## src/rtl/hrfp_pkg.sv

```systemverilog
`timescale 1ns / 1ps
`default_nettype none
// ----------------------------------------------------------------------------
// hrfp_pkg
// Shared types, codes and constants of the HTTP request framing parser.
// ----------------------------------------------------------------------------
package hrfp_pkg;

  // Default width of the body length counter and Content-Length value
  localparam int unsigned LENGTH_BITS_DEF = 32;
  // Width of the body_length output field
  localparam int unsigned BODY_LEN_W = 32;

  // Byte roles
  localparam logic [2:0] ROLE_REQ     = 3'd0;
  localparam logic [2:0] ROLE_HDR     = 3'd1;
  localparam logic [2:0] ROLE_DELIM   = 3'd2;
  localparam logic [2:0] ROLE_BODY    = 3'd3;
  localparam logic [2:0] ROLE_DISCARD = 3'd4;

  // Error kinds
  localparam logic [1:0] ERR_NONE = 2'd0;
  localparam logic [1:0] ERR_REQ  = 2'd1;
  localparam logic [1:0] ERR_HDR  = 2'd2;
  localparam logic [1:0] ERR_SEP  = 2'd3;

  // Characters
  localparam logic [7:0] CHAR_CR    = 8'h0D;
  localparam logic [7:0] CHAR_LF    = 8'h0A;
  localparam logic [7:0] CHAR_TAB   = 8'h09;
  localparam logic [7:0] CHAR_SPACE = 8'h20;
  localparam logic [7:0] CHAR_COLON = 8'h3A;
  localparam logic [7:0] CHAR_PLUS  = 8'h2B;
  localparam logic [7:0] CHAR_MINUS = 8'h2D;
  localparam logic [7:0] CHAR_ZERO  = 8'h30;
  localparam logic [7:0] CHAR_NINE  = 8'h39;
  localparam logic [7:0] CHAR_UC_A  = 8'h41;
  localparam logic [7:0] CHAR_UC_Z  = 8'h5A;

  // Header name match tracking
  localparam logic [4:0] NAME_LEN  = 5'd14;
  localparam logic [4:0] NAME_HIT  = 5'd15;
  localparam logic [4:0] NAME_MISS = 5'd31;

  // Colon tracking within a header line
  localparam logic [1:0] COLON_NONE  = 2'd0;
  localparam logic [1:0] COLON_SEEN  = 2'd1;
  localparam logic [1:0] COLON_SPACE = 2'd2;
  localparam logic [1:0] COLON_BAD   = 2'd3;

  // Control from the framing logic to the length value parser
  typedef struct packed {
    logic       clear;
    logic       feed;
    logic [7:0] data;
  } lp_ctrl_t;

  // Lower-case "content-length", one character per position
  function automatic logic [7:0] name_char(input logic [3:0] idx);
    logic [7:0] c;
    case (idx)
      4'd0:    c = "c";
      4'd1:    c = "o";
      4'd2:    c = "n";
      4'd3:    c = "t";
      4'd4:    c = "e";
      4'd5:    c = "n";
      4'd6:    c = "t";
      4'd7:    c = "-";
      4'd8:    c = "l";
      4'd9:    c = "e";
      4'd10:   c = "n";
      4'd11:   c = "g";
      4'd12:   c = "t";
      4'd13:   c = "h";
      default: c = 8'h00;
    endcase
    return c;
  endfunction

endpackage
`default_nettype wire

```

## src/rtl/hrfp_in_stage.sv

```systemverilog
`timescale 1ns / 1ps
`default_nettype none
// ----------------------------------------------------------------------------
// hrfp_in_stage
// Input register: holds one incoming word until the framing stage takes it.
// ----------------------------------------------------------------------------
module hrfp_in_stage (
  input  wire logic       clk_i,
  input  wire logic       rst_ni,
  input  wire logic       in_valid_i,
  output logic            in_ready_o,
  input  wire logic [7:0] in_byte_i,
  output logic            fwd_valid_o,
  output logic [7:0]      fwd_byte_o,
  input  wire logic       fwd_ready_i
);

  logic       valid_q, valid_d;
  logic [7:0] byte_q;

  // Accept when empty or when the held word moves on this cycle
  assign in_ready_o = !valid_q || fwd_ready_i;

  always_comb begin
    valid_d = valid_q;
    if (in_valid_i && in_ready_o) begin
      valid_d = 1'b1;
    end else if (fwd_ready_i) begin
      valid_d = 1'b0;
    end
  end

  // Hold the valid flag
  always_ff @(posedge clk_i or negedge rst_ni) begin
    if (!rst_ni) begin
      valid_q <= 1'b0;
    end else begin
      valid_q <= valid_d;
    end
  end

  // Capture the byte
  always_ff @(posedge clk_i) begin
    if (in_valid_i && in_ready_o) begin
      byte_q <= in_byte_i;
    end
  end

  assign fwd_valid_o = valid_q;
  assign fwd_byte_o  = byte_q;

endmodule
`default_nettype wire

```

## src/rtl/hrfp_len_parse.sv

```systemverilog
`timescale 1ns / 1ps
`default_nettype none
// ----------------------------------------------------------------------------
// hrfp_len_parse
// Content-Length value parser: skips whitespace, takes an optional sign and
// accumulates decimal digits, saturating at the largest length.
// ----------------------------------------------------------------------------
module hrfp_len_parse
  import hrfp_pkg::*;
#(
  parameter int unsigned LengthBits = LENGTH_BITS_DEF
) (
  input  wire logic                  clk_i,
  input  wire logic                  rst_ni,
  input  wire logic                  en_i,
  input  wire lp_ctrl_t              ctrl_i,
  output logic [LengthBits-1:0]      acc_o,
  output logic                       neg_o
);

  typedef enum logic [2:0] {
    MODE_SKIP,
    MODE_PLUS,
    MODE_MINUS,
    MODE_DIG_POS,
    MODE_DIG_NEG,
    MODE_DONE_POS,
    MODE_DONE_NEG
  } mode_e;

  localparam int unsigned ProdW = LengthBits + 4;

  mode_e                 mode_q, mode_d;
  logic [LengthBits-1:0] acc_q, acc_d;
  logic [7:0]            c;
  logic                  is_digit;
  logic                  is_ws;
  logic                  is_neg_mode;
  logic [ProdW-1:0]      acc_ext;
  logic [ProdW-1:0]      prod;
  logic                  sat;

  assign c           = ctrl_i.data;
  assign is_digit    = (c >= CHAR_ZERO) && (c <= CHAR_NINE);
  assign is_ws       = (c == CHAR_SPACE) || ((c >= CHAR_TAB) && (c <= CHAR_CR));
  assign is_neg_mode = (mode_q == MODE_MINUS) || (mode_q == MODE_DIG_NEG);

  // acc * 10 + digit, saturate on overflow of the length width
  assign acc_ext = {4'b0000, acc_q};
  assign prod    = (acc_ext << 3) + (acc_ext << 1) + ProdW'(c - CHAR_ZERO);
  assign sat     = |prod[ProdW-1:LengthBits];

  always_comb begin
    mode_d = mode_q;
    acc_d  = acc_q;
    if (ctrl_i.clear) begin
      mode_d = MODE_SKIP;
      acc_d  = '0;
    end else if (ctrl_i.feed && (mode_q != MODE_DONE_POS) && (mode_q != MODE_DONE_NEG)) begin
      if ((mode_q == MODE_SKIP) && is_ws) begin
        mode_d = MODE_SKIP;
      end else if ((mode_q == MODE_SKIP) && (c == CHAR_PLUS)) begin
        mode_d = MODE_PLUS;
      end else if ((mode_q == MODE_SKIP) && (c == CHAR_MINUS)) begin
        mode_d = MODE_MINUS;
      end else if (!is_digit) begin
        mode_d = is_neg_mode ? MODE_DONE_NEG : MODE_DONE_POS;
      end else begin
        if ((mode_q == MODE_SKIP) || (mode_q == MODE_PLUS)) begin
          mode_d = MODE_DIG_POS;
        end else if (mode_q == MODE_MINUS) begin
          mode_d = MODE_DIG_NEG;
        end
        acc_d = sat ? '1 : prod[LengthBits-1:0];
      end
    end
  end

  // Hold parser state
  always_ff @(posedge clk_i or negedge rst_ni) begin
    if (!rst_ni) begin
      mode_q <= MODE_SKIP;
      acc_q  <= '0;
    end else if (en_i) begin
      mode_q <= mode_d;
      acc_q  <= acc_d;
    end
  end

  assign acc_o = acc_q;
  assign neg_o = (mode_q == MODE_MINUS) || (mode_q == MODE_DIG_NEG) ||
                 (mode_q == MODE_DONE_NEG);

endmodule
`default_nettype wire

```

## src/rtl/hrfp_frame.sv

```systemverilog
`timescale 1ns / 1ps
`default_nettype none
// ----------------------------------------------------------------------------
// hrfp_frame
// Framing state machine and result register: tags each word, checks the
// request line and headers, tracks the body and flags sticky errors.
// ----------------------------------------------------------------------------
module hrfp_frame
  import hrfp_pkg::*;
#(
  parameter int unsigned LengthBits = LENGTH_BITS_DEF
) (
  input  wire logic                  clk_i,
  input  wire logic                  rst_ni,
  input  wire logic                  fwd_valid_i,
  output logic                       fwd_ready_o,
  input  wire logic [7:0]            fwd_byte_i,
  output logic                       out_valid_o,
  input  wire logic                  out_ready_i,
  output logic [7:0]                 out_byte_o,
  output logic [2:0]                 byte_role_o,
  output logic                       request_done_o,
  output logic                       parse_error_o,
  output logic [1:0]                 error_kind_o,
  output logic [BODY_LEN_W-1:0]      body_length_o
);

  typedef enum logic [2:0] {
    PH_REQ,
    PH_REQ_CR,
    PH_HDR_START,
    PH_BLANK_CR,
    PH_HDR,
    PH_HDR_CR,
    PH_BODY
  } phase_e;

  phase_e                phase_q, phase_d;
  logic [1:0]            err_q, err_d;
  logic                  line_q, line_d;
  logic [1:0]            space_q, space_d;
  logic [1:0]            colon_q, colon_d;
  logic [4:0]            pos_q, pos_d;
  logic [LengthBits-1:0] len_q, len_d;
  logic [LengthBits-1:0] cnt_q, cnt_d;

  logic                  out_valid_q;
  logic [7:0]            out_byte_q;
  logic [2:0]            role_q, role_d;
  logic                  done_q, done_d;
  logic [1:0]            kind_q, kind_d;
  logic [BODY_LEN_W-1:0] blen_q, blen_d;
  logic [LengthBits-1:0] blen_w;

  logic                  take;
  logic [7:0]            b;
  lp_ctrl_t              lp_ctrl;
  logic [LengthBits-1:0] lp_acc;
  logic                  lp_neg;

  logic                  fin_ok;
  logic [LengthBits-1:0] fin_len;
  logic [1:0]            base_colon;
  logic [4:0]            base_pos;
  logic [7:0]            lower;
  logic [1:0]            tk_colon;
  logic [4:0]            tk_pos;
  logic                  tk_feed;

  assign b           = fwd_byte_i;
  assign fwd_ready_o = !out_valid_q || out_ready_i;
  assign take        = fwd_valid_i && fwd_ready_o;

  // Length value parser
  hrfp_len_parse #(
    .LengthBits (LengthBits)
  ) u_len_parse (
    .clk_i  (clk_i),
    .rst_ni (rst_ni),
    .en_i   (take),
    .ctrl_i (lp_ctrl),
    .acc_o  (lp_acc),
    .neg_o  (lp_neg)
  );

  // Finish the previous header line: check it and pick up its length
  assign fin_ok  = !line_q || (colon_q == COLON_SPACE);
  assign fin_len = (line_q && (pos_q == NAME_HIT)) ? (lp_neg ? '0 : lp_acc) : len_q;

  // Take a header byte; a new line starts from cleared header state
  assign base_colon = (phase_q == PH_HDR_START) ? COLON_NONE : colon_q;
  assign base_pos   = (phase_q == PH_HDR_START) ? 5'd0 : pos_q;
  assign lower      = ((b >= CHAR_UC_A) && (b <= CHAR_UC_Z)) ? b + 8'd32 : b;

  always_comb begin
    tk_colon = base_colon;
    tk_pos   = base_pos;
    tk_feed  = 1'b0;
    case (base_colon)
      COLON_NONE: begin
        if (b == CHAR_COLON) begin
          tk_colon = COLON_SEEN;
          tk_pos   = (base_pos == NAME_LEN) ? NAME_HIT : NAME_MISS;
        end else if ((base_pos < NAME_LEN) && (lower == name_char(base_pos[3:0]))) begin
          tk_pos = base_pos + 5'd1;
        end else begin
          tk_pos = NAME_MISS;
        end
      end
      COLON_SEEN: begin
        tk_colon = (b == CHAR_SPACE) ? COLON_SPACE : COLON_BAD;
      end
      COLON_SPACE: begin
        tk_feed = (base_pos == NAME_HIT);
      end
      default: begin
        tk_feed = 1'b0;
      end
    endcase
  end

  // Advance the framing state for one byte
  always_comb begin
    phase_d = phase_q;
    err_d   = err_q;
    line_d  = line_q;
    space_d = space_q;
    colon_d = colon_q;
    pos_d   = pos_q;
    len_d   = len_q;
    cnt_d   = cnt_q;
    role_d  = ROLE_DELIM;
    kind_d  = ERR_NONE;
    done_d  = 1'b0;
    blen_w  = '0;
    lp_ctrl = '{clear: 1'b0, feed: 1'b0, data: b};

    if (err_q != ERR_NONE) begin
      kind_d = err_q;
    end else begin
      case (phase_q)
        PH_REQ: begin
          if (b == CHAR_CR) begin
            phase_d = PH_REQ_CR;
          end else begin
            line_d = 1'b1;
            role_d = ROLE_REQ;
            if ((b == CHAR_SPACE) && (space_q != 2'd2)) begin
              space_d = space_q + 2'd1;
            end
          end
        end
        PH_REQ_CR: begin
          if ((b == CHAR_LF) && line_q && (space_q == 2'd2)) begin
            phase_d       = PH_HDR_START;
            space_d       = 2'd0;
            line_d        = 1'b0;
            colon_d       = COLON_NONE;
            pos_d         = 5'd0;
            lp_ctrl.clear = 1'b1;
          end else begin
            kind_d = ERR_REQ;
          end
        end
        PH_HDR_START: begin
          if (b == CHAR_CR) begin
            phase_d = PH_BLANK_CR;
          end else if (!fin_ok) begin
            kind_d = ERR_HDR;
          end else begin
            len_d         = fin_len;
            line_d        = 1'b1;
            colon_d       = tk_colon;
            pos_d         = tk_pos;
            lp_ctrl.clear = 1'b1;
            phase_d       = PH_HDR;
            role_d        = ROLE_HDR;
          end
        end
        PH_BLANK_CR: begin
          if (b != CHAR_LF) begin
            kind_d = ERR_SEP;
          end else if (!fin_ok) begin
            kind_d = ERR_HDR;
          end else if (fin_len == '0) begin
            done_d = 1'b1;
          end else begin
            phase_d       = PH_BODY;
            cnt_d         = '0;
            len_d         = fin_len;
            blen_w        = fin_len;
            line_d        = 1'b0;
            colon_d       = COLON_NONE;
            pos_d         = 5'd0;
            lp_ctrl.clear = 1'b1;
          end
        end
        PH_HDR: begin
          if (b == CHAR_CR) begin
            phase_d = PH_HDR_CR;
          end else begin
            line_d       = 1'b1;
            colon_d      = tk_colon;
            pos_d        = tk_pos;
            lp_ctrl.feed = tk_feed;
            role_d       = ROLE_HDR;
          end
        end
        PH_HDR_CR: begin
          if (b == CHAR_LF) begin
            phase_d = PH_HDR_START;
          end else begin
            kind_d = ERR_HDR;
          end
        end
        PH_BODY: begin
          role_d = ROLE_BODY;
          cnt_d  = cnt_q + LengthBits'(1);
          blen_w = len_q;
          if (cnt_d == len_q) begin
            done_d = 1'b1;
          end
        end
        default: begin
          phase_d = PH_REQ;
        end
      endcase
      err_d = kind_d;
    end

    // Drop the byte once an error is in effect
    if (kind_d != ERR_NONE) begin
      role_d = ROLE_DISCARD;
      blen_w = '0;
    end

    // Return to the start after a complete request
    if (done_d) begin
      phase_d       = PH_REQ;
      line_d        = 1'b0;
      space_d       = 2'd0;
      colon_d       = COLON_NONE;
      pos_d         = 5'd0;
      len_d         = '0;
      cnt_d         = '0;
      lp_ctrl.clear = 1'b1;
    end
  end

  // Fit the length to the output field
  if (LengthBits >= BODY_LEN_W) begin : g_blen_trunc
    assign blen_d = blen_w[BODY_LEN_W-1:0];
  end else begin : g_blen_ext
    assign blen_d = {{(BODY_LEN_W - LengthBits){1'b0}}, blen_w};
  end

  // Hold state and the result word
  always_ff @(posedge clk_i or negedge rst_ni) begin
    if (!rst_ni) begin
      phase_q     <= PH_REQ;
      err_q       <= ERR_NONE;
      line_q      <= 1'b0;
      space_q     <= 2'd0;
      colon_q     <= COLON_NONE;
      pos_q       <= 5'd0;
      len_q       <= '0;
      cnt_q       <= '0;
      out_valid_q <= 1'b0;
      out_byte_q  <= 8'd0;
      role_q      <= ROLE_REQ;
      done_q      <= 1'b0;
      kind_q      <= ERR_NONE;
      blen_q      <= '0;
    end else begin
      if (take) begin
        phase_q     <= phase_d;
        err_q       <= err_d;
        line_q      <= line_d;
        space_q     <= space_d;
        colon_q     <= colon_d;
        pos_q       <= pos_d;
        len_q       <= len_d;
        cnt_q       <= cnt_d;
        out_valid_q <= 1'b1;
        out_byte_q  <= b;
        role_q      <= role_d;
        done_q      <= done_d;
        kind_q      <= kind_d;
        blen_q      <= blen_d;
      end else if (out_ready_i) begin
        out_valid_q <= 1'b0;
      end
    end
  end

  assign out_valid_o    = out_valid_q;
  assign out_byte_o     = out_byte_q;
  assign byte_role_o    = role_q;
  assign request_done_o = done_q;
  assign parse_error_o  = (kind_q != ERR_NONE);
  assign error_kind_o   = kind_q;
  assign body_length_o  = blen_q;

endmodule
`default_nettype wire

```

## src/rtl/http_request_framing_parser.sv

```systemverilog
`timescale 1ns / 1ps
`default_nettype none
// ----------------------------------------------------------------------------
// http_request_framing_parser
// Byte-wide HTTP/1.1 request framer with one tagged result word per byte.
// ----------------------------------------------------------------------------
// Takes one byte per clock while the output side is ready and returns one
// result word per byte, in order: the byte goes through an input register,
// then one pass of the framing logic into the result register. The pass is
// set by the Content-Length digit step (a LengthBits+4 bit shift-add with
// saturation compare) and the body counter increment and compare. Each result
// echoes the byte and tags it as request line, header, delimiter, body or
// discarded; request_done marks the last byte of a request and body, after
// which the parser starts over. Errors are sticky until reset. body_length is
// set on the LF that opens a body and on the body bytes, zero otherwise.
module http_request_framing_parser
  import hrfp_pkg::*;
#(
  parameter int unsigned LengthBits = LENGTH_BITS_DEF
) (
  input  wire logic                  clk_i,
  input  wire logic                  rst_ni,
  input  wire logic                  in_valid_i,
  output logic                       in_ready_o,
  input  wire logic [7:0]            in_byte_i,
  output logic                       out_valid_o,
  input  wire logic                  out_ready_i,
  output logic [7:0]                 out_byte_o,
  output logic [2:0]                 byte_role_o,
  output logic                       request_done_o,
  output logic                       parse_error_o,
  output logic [1:0]                 error_kind_o,
  output logic [BODY_LEN_W-1:0]      body_length_o
);

  logic       fwd_valid;
  logic       fwd_ready;
  logic [7:0] fwd_byte;

  // Input register
  hrfp_in_stage u_in_stage (
    .clk_i       (clk_i),
    .rst_ni      (rst_ni),
    .in_valid_i  (in_valid_i),
    .in_ready_o  (in_ready_o),
    .in_byte_i   (in_byte_i),
    .fwd_valid_o (fwd_valid),
    .fwd_byte_o  (fwd_byte),
    .fwd_ready_i (fwd_ready)
  );

  // Framing logic and result register
  hrfp_frame #(
    .LengthBits (LengthBits)
  ) u_frame (
    .clk_i          (clk_i),
    .rst_ni         (rst_ni),
    .fwd_valid_i    (fwd_valid),
    .fwd_ready_o    (fwd_ready),
    .fwd_byte_i     (fwd_byte),
    .out_valid_o    (out_valid_o),
    .out_ready_i    (out_ready_i),
    .out_byte_o     (out_byte_o),
    .byte_role_o    (byte_role_o),
    .request_done_o (request_done_o),
    .parse_error_o  (parse_error_o),
    .error_kind_o   (error_kind_o),
    .body_length_o  (body_length_o)
  );

endmodule
`default_nettype wire

```

## config.mk

```make
export PLATFORM = sky130hd
export DESIGN_NAME = http_request_framing_parser
export DESIGN_NICKNAME = d
export VERILOG_FILES = /design/src/rtl/hrfp_pkg.sv /design/src/rtl/hrfp_in_stage.sv /design/src/rtl/hrfp_len_parse.sv /design/src/rtl/hrfp_frame.sv /design/src/rtl/http_request_framing_parser.sv
export SDC_FILE = /design/constraint.sdc
export NUM_CORES = 1
export LEC_CHECK = 0
export BUFFER_PORTS_ARGS = -buffer_cell sky130_fd_sc_hd__buf_2
export CAP_MARGIN = 10
export CORE_MARGIN = 5
export CORE_UTILIZATION = 68
export DETAILED_ROUTE_END_ITERATION = 10
export PLACE_DENSITY = 0.87
export SYNTH_ARGS = -nofsm -noshare
export SYNTH_HDL_FRONTEND = slang
export SYNTH_HIERARCHICAL = 1
export SYNTH_SLANG_ARGS = --single-unit
```

## constraint.sdc

```tcl
create_clock -name clk_i -period 7.8 [get_ports clk_i]
set_clock_uncertainty 0.1 [all_clocks]
set_input_delay 0.39 -clock clk_i [delete_from_list [all_inputs] [get_ports clk_i]]
set_output_delay 0.39 -clock clk_i [all_outputs]
set_load 0.02 [all_outputs]
```

# Yosys cells after proc, flatten, opt, wreduce, memory -nomap -nowiden
# Memory sizes are Yosys's and may differ from the RTL's.
# Index checks and enable logic that the tools add are counted.
# totals
out_inout_bits	49
word_cells	264
n_memories	1
rom_bits	112
input_bits	12
register_bits	168
# op_classes
add_sub_neg	7
n_reduce_logical	50
n_eq_ne	49
n_mux	133
magnitude_cmp	7
# mem_list
memory	depth	width	rd	rd_clocked_by_memory_dff	write_ports	line	rtl
(name not given)	16	7	1	0	0	hrfp_pkg.sv:61	case (idx)
# ops
cell	count
$mux W32	26
$pmux W32 S2	3
$mux W5	14
$mux W3	22
$mux W2	25
$add A35 B33 Y36	1
$add A36 B36 Y36	1
$add A32 B1 Y32 const B	1
$eq A32 B32 Y1	1
$eq A8 B6 Y1 const B	4
$logic_not A32 Y1	1
$mux W1	30
$mux W8	3
$ne A3 B1 Y1 const B	7
$pmux W3 S7	1
$pmux W5 S4	1
$reduce_and A10 Y1	2
$ne A3 B2 Y1 const B	6
$reduce_and A6 Y1	3
$eq A8 B4 Y1 const B	2
$pmux W2 S4	2
$eq A3 B3 Y1 const B	5
$eq A5 B4 Y1 const B	3
$logic_and A1 B1 Y1	15
39 further kinds	67

# Longest topological paths before layout
# depth
ltp_word	15
mapped_depth	19
mapped_depth_nobuf	15

# Cells and area by module
# The synthesis kept the hierarchy.
# modules_own_cells
module	area_each_um2	cells_each	seq_area_each_um2	n_inst
hrfp_frame	8029.0	895	3103.0	1
hrfp_len_parse	4266.6	493	875.8	1
hrfp_in_stage	294.0	12	265.3	1

# Worst setup path after synthesis
# Ideal clock, no wire load.
# synth_path
kind	flip-flop to flip-flop
start	register u_in_stage.byte_q[4] (netlist: u_in_stage/fwd_byte_o[4])
end	register u_frame.u_len_parse.acc_q[10] (netlist: u_frame/u_len_parse/acc_o[10])
t_arrival_ns	4.857
path_buffers	2
t_required_ns	7.579
path_stages_with_launch	14
synth_period_minus_slack_ns	5.078
setup_ns	0.121
slack_ns	2.722
path_cell_list	edfxtp_1 -> ha_1 -> or3_1 -> inv_1 -> fa_1 -> ha_1 -> clkbuf_1 -> nand4_1 -> or3_1 -> o41ai_1 -> xor2_1 -> o41ai_4 -> buf_6 -> nand2_1
# synth_between
elab_chain_len	10
elab_cells_between_ends	47
classes_between	add/sub (2); order compare (4); eq/ne (9); mux (18); reduce/logical (14)
# synth_rtl
item	line	rtl
from (decl)	hrfp_in_stage.sv:19	logic [7:0] byte_q;
from (signal assigned)	hrfp_in_stage.sv:45	byte_q <= in_byte_i;
$sub A8 B6 Y9	hrfp_len_parse.sv:50	assign prod = (acc_ext << 3) + (acc_ext << 1) + ProdW'(c - CHAR_ZERO);
$add A36 B36 Y36	hrfp_len_parse.sv:50	
$reduce_or A4 Y1	hrfp_len_parse.sv:51	assign sat = |prod[ProdW-1:LengthBits];
$mux W32	hrfp_len_parse.sv:74	acc_d = sat ? '1 : prod[LengthBits-1:0];
$mux W32	hrfp_len_parse.sv:66	end else if (!is_digit) begin
$mux W32	hrfp_len_parse.sv:64	end else if ((mode_q == MODE_SKIP) && (c == CHAR_MINUS)) begin
$mux W32	hrfp_len_parse.sv:62	end else if ((mode_q == MODE_SKIP) && (c == CHAR_PLUS)) begin
$mux W32	hrfp_len_parse.sv:60	if ((mode_q == MODE_SKIP) && is_ws) begin
$mux W32	hrfp_len_parse.sv:59	end else if (ctrl_i.feed && (mode_q != MODE_DONE_POS) && (mode_q != MODE_DONE_NEG)) begin
$mux W32	hrfp_len_parse.sv:56	if (ctrl_i.clear) begin
to (signal assigned)	hrfp_len_parse.sv:83	acc_q <= '0;
to (signal assigned)	hrfp_len_parse.sv:86	acc_q <= acc_d;
to (decl)	hrfp_len_parse.sv:34	logic [LengthBits-1:0] acc_q, acc_d;
# Parallel ways exist; a longest one is shown, timed or not. The select of a mux whose other input is x is not followed.
# A chain may end at the register's enable or synchronous reset.

# Final worst setup path
# layout_path
start	register u_in_stage.byte_q[5] (netlist: u_in_stage/fwd_byte_o[5])
end	register u_frame.u_len_parse.acc_q[31] (netlist: u_frame/u_len_parse/acc_o[31])
# Same word-level chain as after synthesis.

==> impl_metrics.py <==
metrics = {
    "global_routing": {
        "antenna_found_initial": 0,
        "grt_pass1_vias": 11100,
        "grt_pass1_wl_mm": 60.0,
        "grt_max_degree": 84,
        "grt.total_usage": 0.348,
        "grt.overflow.total": 0,
    },
    "floorplan": {
        "num_rows": 49,
        "die_y_microns": 146,
        "die_area_sq_mm": 0.0213,
        "io_pins": 61,
        "start_util": 0.696,
        "core-area_sq_mm": 0.0181,
        "die_x_microns": 146,
    },
    "route": {
        "ant_nets": 0,
        "wire_per_inst_microns": 22.7,
        "first_iter_violations": 1301,
        "viasPerCell": 7.05,
        "drt_wl_total_mm": 37.5,
        "drc": 0,
        "vias": 11600,
        "drt_first_pass_iters": 8,
    },
    "power_and_ir_drop": {
        "power_mw": 2.10,
        "p_comb_frac": 0.137,
        "ir_worst_vdd_mv": 0.166,
        "p_leak_nw": 5.93,
        "pwr-share-clk": 0.414,
        "p_per_area_mw_per_mm2": 156,
        "p_int_mw": 1.48,
        "swShare": 0.293,
        "seq_power_share": 0.449,
        "p_sw_uw": 616,
    },
    "clock_network": {
        "cts_max_level": 4,
        "clkSinkCount": 168,
        "clk_pin_slew_ps": 80,
        "cts_tree": "built",
        "cts_buffers": 17,
        "ctsResizeCount": 0,
        "clockBufferDepth": 2,
        "clock_latency_ps": 440,
        "root_buffer": "clkbuf_16",
    },
    "cells_and_area": {
        "layout_commonest_cell": "dfrtp_1",
        "area_growth_syn_to_layout_pct": 6.53,
        "mostFrequentLayoutCells": "dfrtp_1, nand2_1, o21ai_0, nor2_1, a21oi_1",
        "fin_nets": 1503,
        "antenna_cells": 0,
        "drive_above_1_share": 0.111,
    },
    "placement": {
        "portBuffers": 60,
        "place_congestion": 0.981,
        "hpwl_mm": 26.7,
    },
    "setup_path": {
        "cp-start-kind": "flip-flop",
        "critPathRequiredTime_ps": 8000,
        "cp_top_family": "compound AO/OA/AOI/OAI gates",
        "cp_slowest_cell": "inv_1",
        "path_cells": "ha_1, or3_1, inv_1, fa_1, ha_1, nand2_1, o21ai_0, nand3_1, and4_1, o31ai_1, xnor2_1, o41ai_4, buf_4, o221ai_1",
        "path_buf_inv": 2,
        "arrival_ps": 6290,
        "cp_common_cell": "ha_1",
        "worst-r2r-setup-slack_ps": 1710,
        "crit_fanout": 26,
        "cp_slowest_stage_delay_ps": 980,
        "end_kind": "flip-flop",
        "critPathKind": "reg -> reg",
    },
    "synth": {
        "ys_types": 101,
        "synth_warnings": 6,
        "synth_area_leaders": "dfrtp_1, ha_1, fa_1",
        "synthArstFlopShare": 0.952,
        "netlist_area_sq_mm": 0.0126,
        "synth.avg_cell_area_sq_um": 8.99,
        "synth_edf_count": 8,
        "seq_area_frac_synth": 0.337,
        "synth_top_cell_by_area": "dfrtp_1",
        "synth_top_area_frac": 0.318,
        "ys.flop_type": "dfrtp_1",
        "synth_fp_nets": 1493,
        "ys_seq_elements": 168,
        "synthCells": 1400,
    },
    "timing": {
        "slew_headroom": 0.137,
        "drv_slew": 0,
        "fmax_mhz": 164,
        "final.setup.tns_ps": 0,
        "hold_viol": 0,
        "setup_viol": 0,
        "rsz0062_at_grt": "false",
        "worst_pin_slew_ps": 1290,
        "fin_crit_sh": 0.781,
        "fin_crit_ps": 6090,
    },
    "hold_path": {
        "hp-class": "in -> reg",
    },
    "flow_run": {
        "drv_cap": 0,
    },
    "status": {
        "status": "finished, final reports clean",
    },
}
-- stage by stage --
stage | setup slack (ps) | std cells | utilization | hold WS, ps | instance area (sq um)
5_1_grt | 1420 | 1652 | 0.742 | 0.467 | 13400
3_3_place_gp | 1900 | 1617 | 0.707 | 356 | 12800
4_1_cts | 1800 | 1650 | 0.740 | 6.38 | 13400
3_5_place_dp | 1840 | 1617 | 0.707 | 366 | 12800
2_1_floorplan | 2720 | 1400 | - | -5.59 | 12600
6_report | 1710 | 1652 | 0.742 | 16.7 | 13400
-- registers in the layout, summed over array words and instances, names as in the netlist, 2 cells and up --
name,cells
u_frame/body_length_o,32
u_frame/cnt_q,32
u_frame/len_q,32
u_frame/u_len_parse/acc_o,32
u_frame/out_byte_o,8
u_in_stage/fwd_byte_o,8
u_frame/pos_q,5
u_frame/byte_role_o,3
u_frame/phase_q,3
u_frame/u_len_parse/mode_q,3
u_frame/colon_q,2
u_frame/error_kind_o,2
u_frame/space_q,2
-- layout make-up --
cell class,instances,area (sq um)
clock buffers,17,425
clock inverters,15,163
fillers,1368,4670
inverters,51,191
multi-input cells,1097,7670
flip-flops and latches,168,4240
well taps,229,287
repair buffers,75,427
-- power groups by stage --
stage               registers (mW)  clock network [mW]  logic [mW]
CTS                          0.942               0.873       0.282
global route                 0.948               0.912       0.311
finish                       0.943               0.869       0.287
floorplan                    0.949                   0       0.202
global placement             0.955                   0       0.272
detailed placement           0.957                   0       0.279
-- logic make-up (layout without fill, tap and decap cells) --
group,after synthesis,count (layout),share of synthesized area
DFF,168,168,0.337
adders and majority gates,81,81,0.0990
and+or+nand+nor,489,489,0.205
AOI/OAI and AO/OA,436,436,0.239
buffers and inverters,135,158,0.0542
xor gates and xnor gates,76,76,0.0529
muxes,15,15,0.0131
-- final timing paths --
check,startpoint,endpoint,cells after the start
max,u_in_stage/fwd_byte_o[5],u_frame/u_len_parse/acc_o[31],14
min,in_byte_i[1],u_in_stage/fwd_byte_o[1],1
max reg2reg,u_in_stage/fwd_byte_o[5],u_frame/u_len_parse/acc_o[31],14
min reg2reg,u_frame/body_length_o[25],u_frame/body_length_o[25],2
max in group asynchronous,rst_ni,u_frame/u_len_parse/acc_o[22],3
min in group asynchronous,rst_ni,u_frame/cnt_q[28],2
-- cell usage after synthesis (14+ instances only) --
cell and count:
dfrtp_1 160, nand2_1 154, o21ai_0 109, nor2_1 72
a21oi_1 69, inv_1 51, ha_1 50, a22oi_1 49
clkbuf_1 47, a22o_1 46, xnor2_1 39, nor4_1 38
xor2_1 37, nand3_1 34, fa_1 31, nand4_1 30
nor3_1 27, or3_1 20, a31oi_1 19, a21o_1 18
buf_6 17, nand2b_1 15, o211ai_1 14, o31ai_1 14
-- routing by layer --
metal	up-vias	share of wire	global-route usage
met4	0	0.038	0.140
met2	713	0.48	0.558
li1	5226	-	-
met3	122	0.093	0.0676
met5	-	0	0
met1	5587	0.39	0.469
-- timing repair --
action	in CTS	in global routing
hold buffers	1	2
setup endpoints to repair	0	0
setup buffers	0	0
hold endpoints to repair	77	2
No activity file was read; power rests on OpenSTA's default activity.
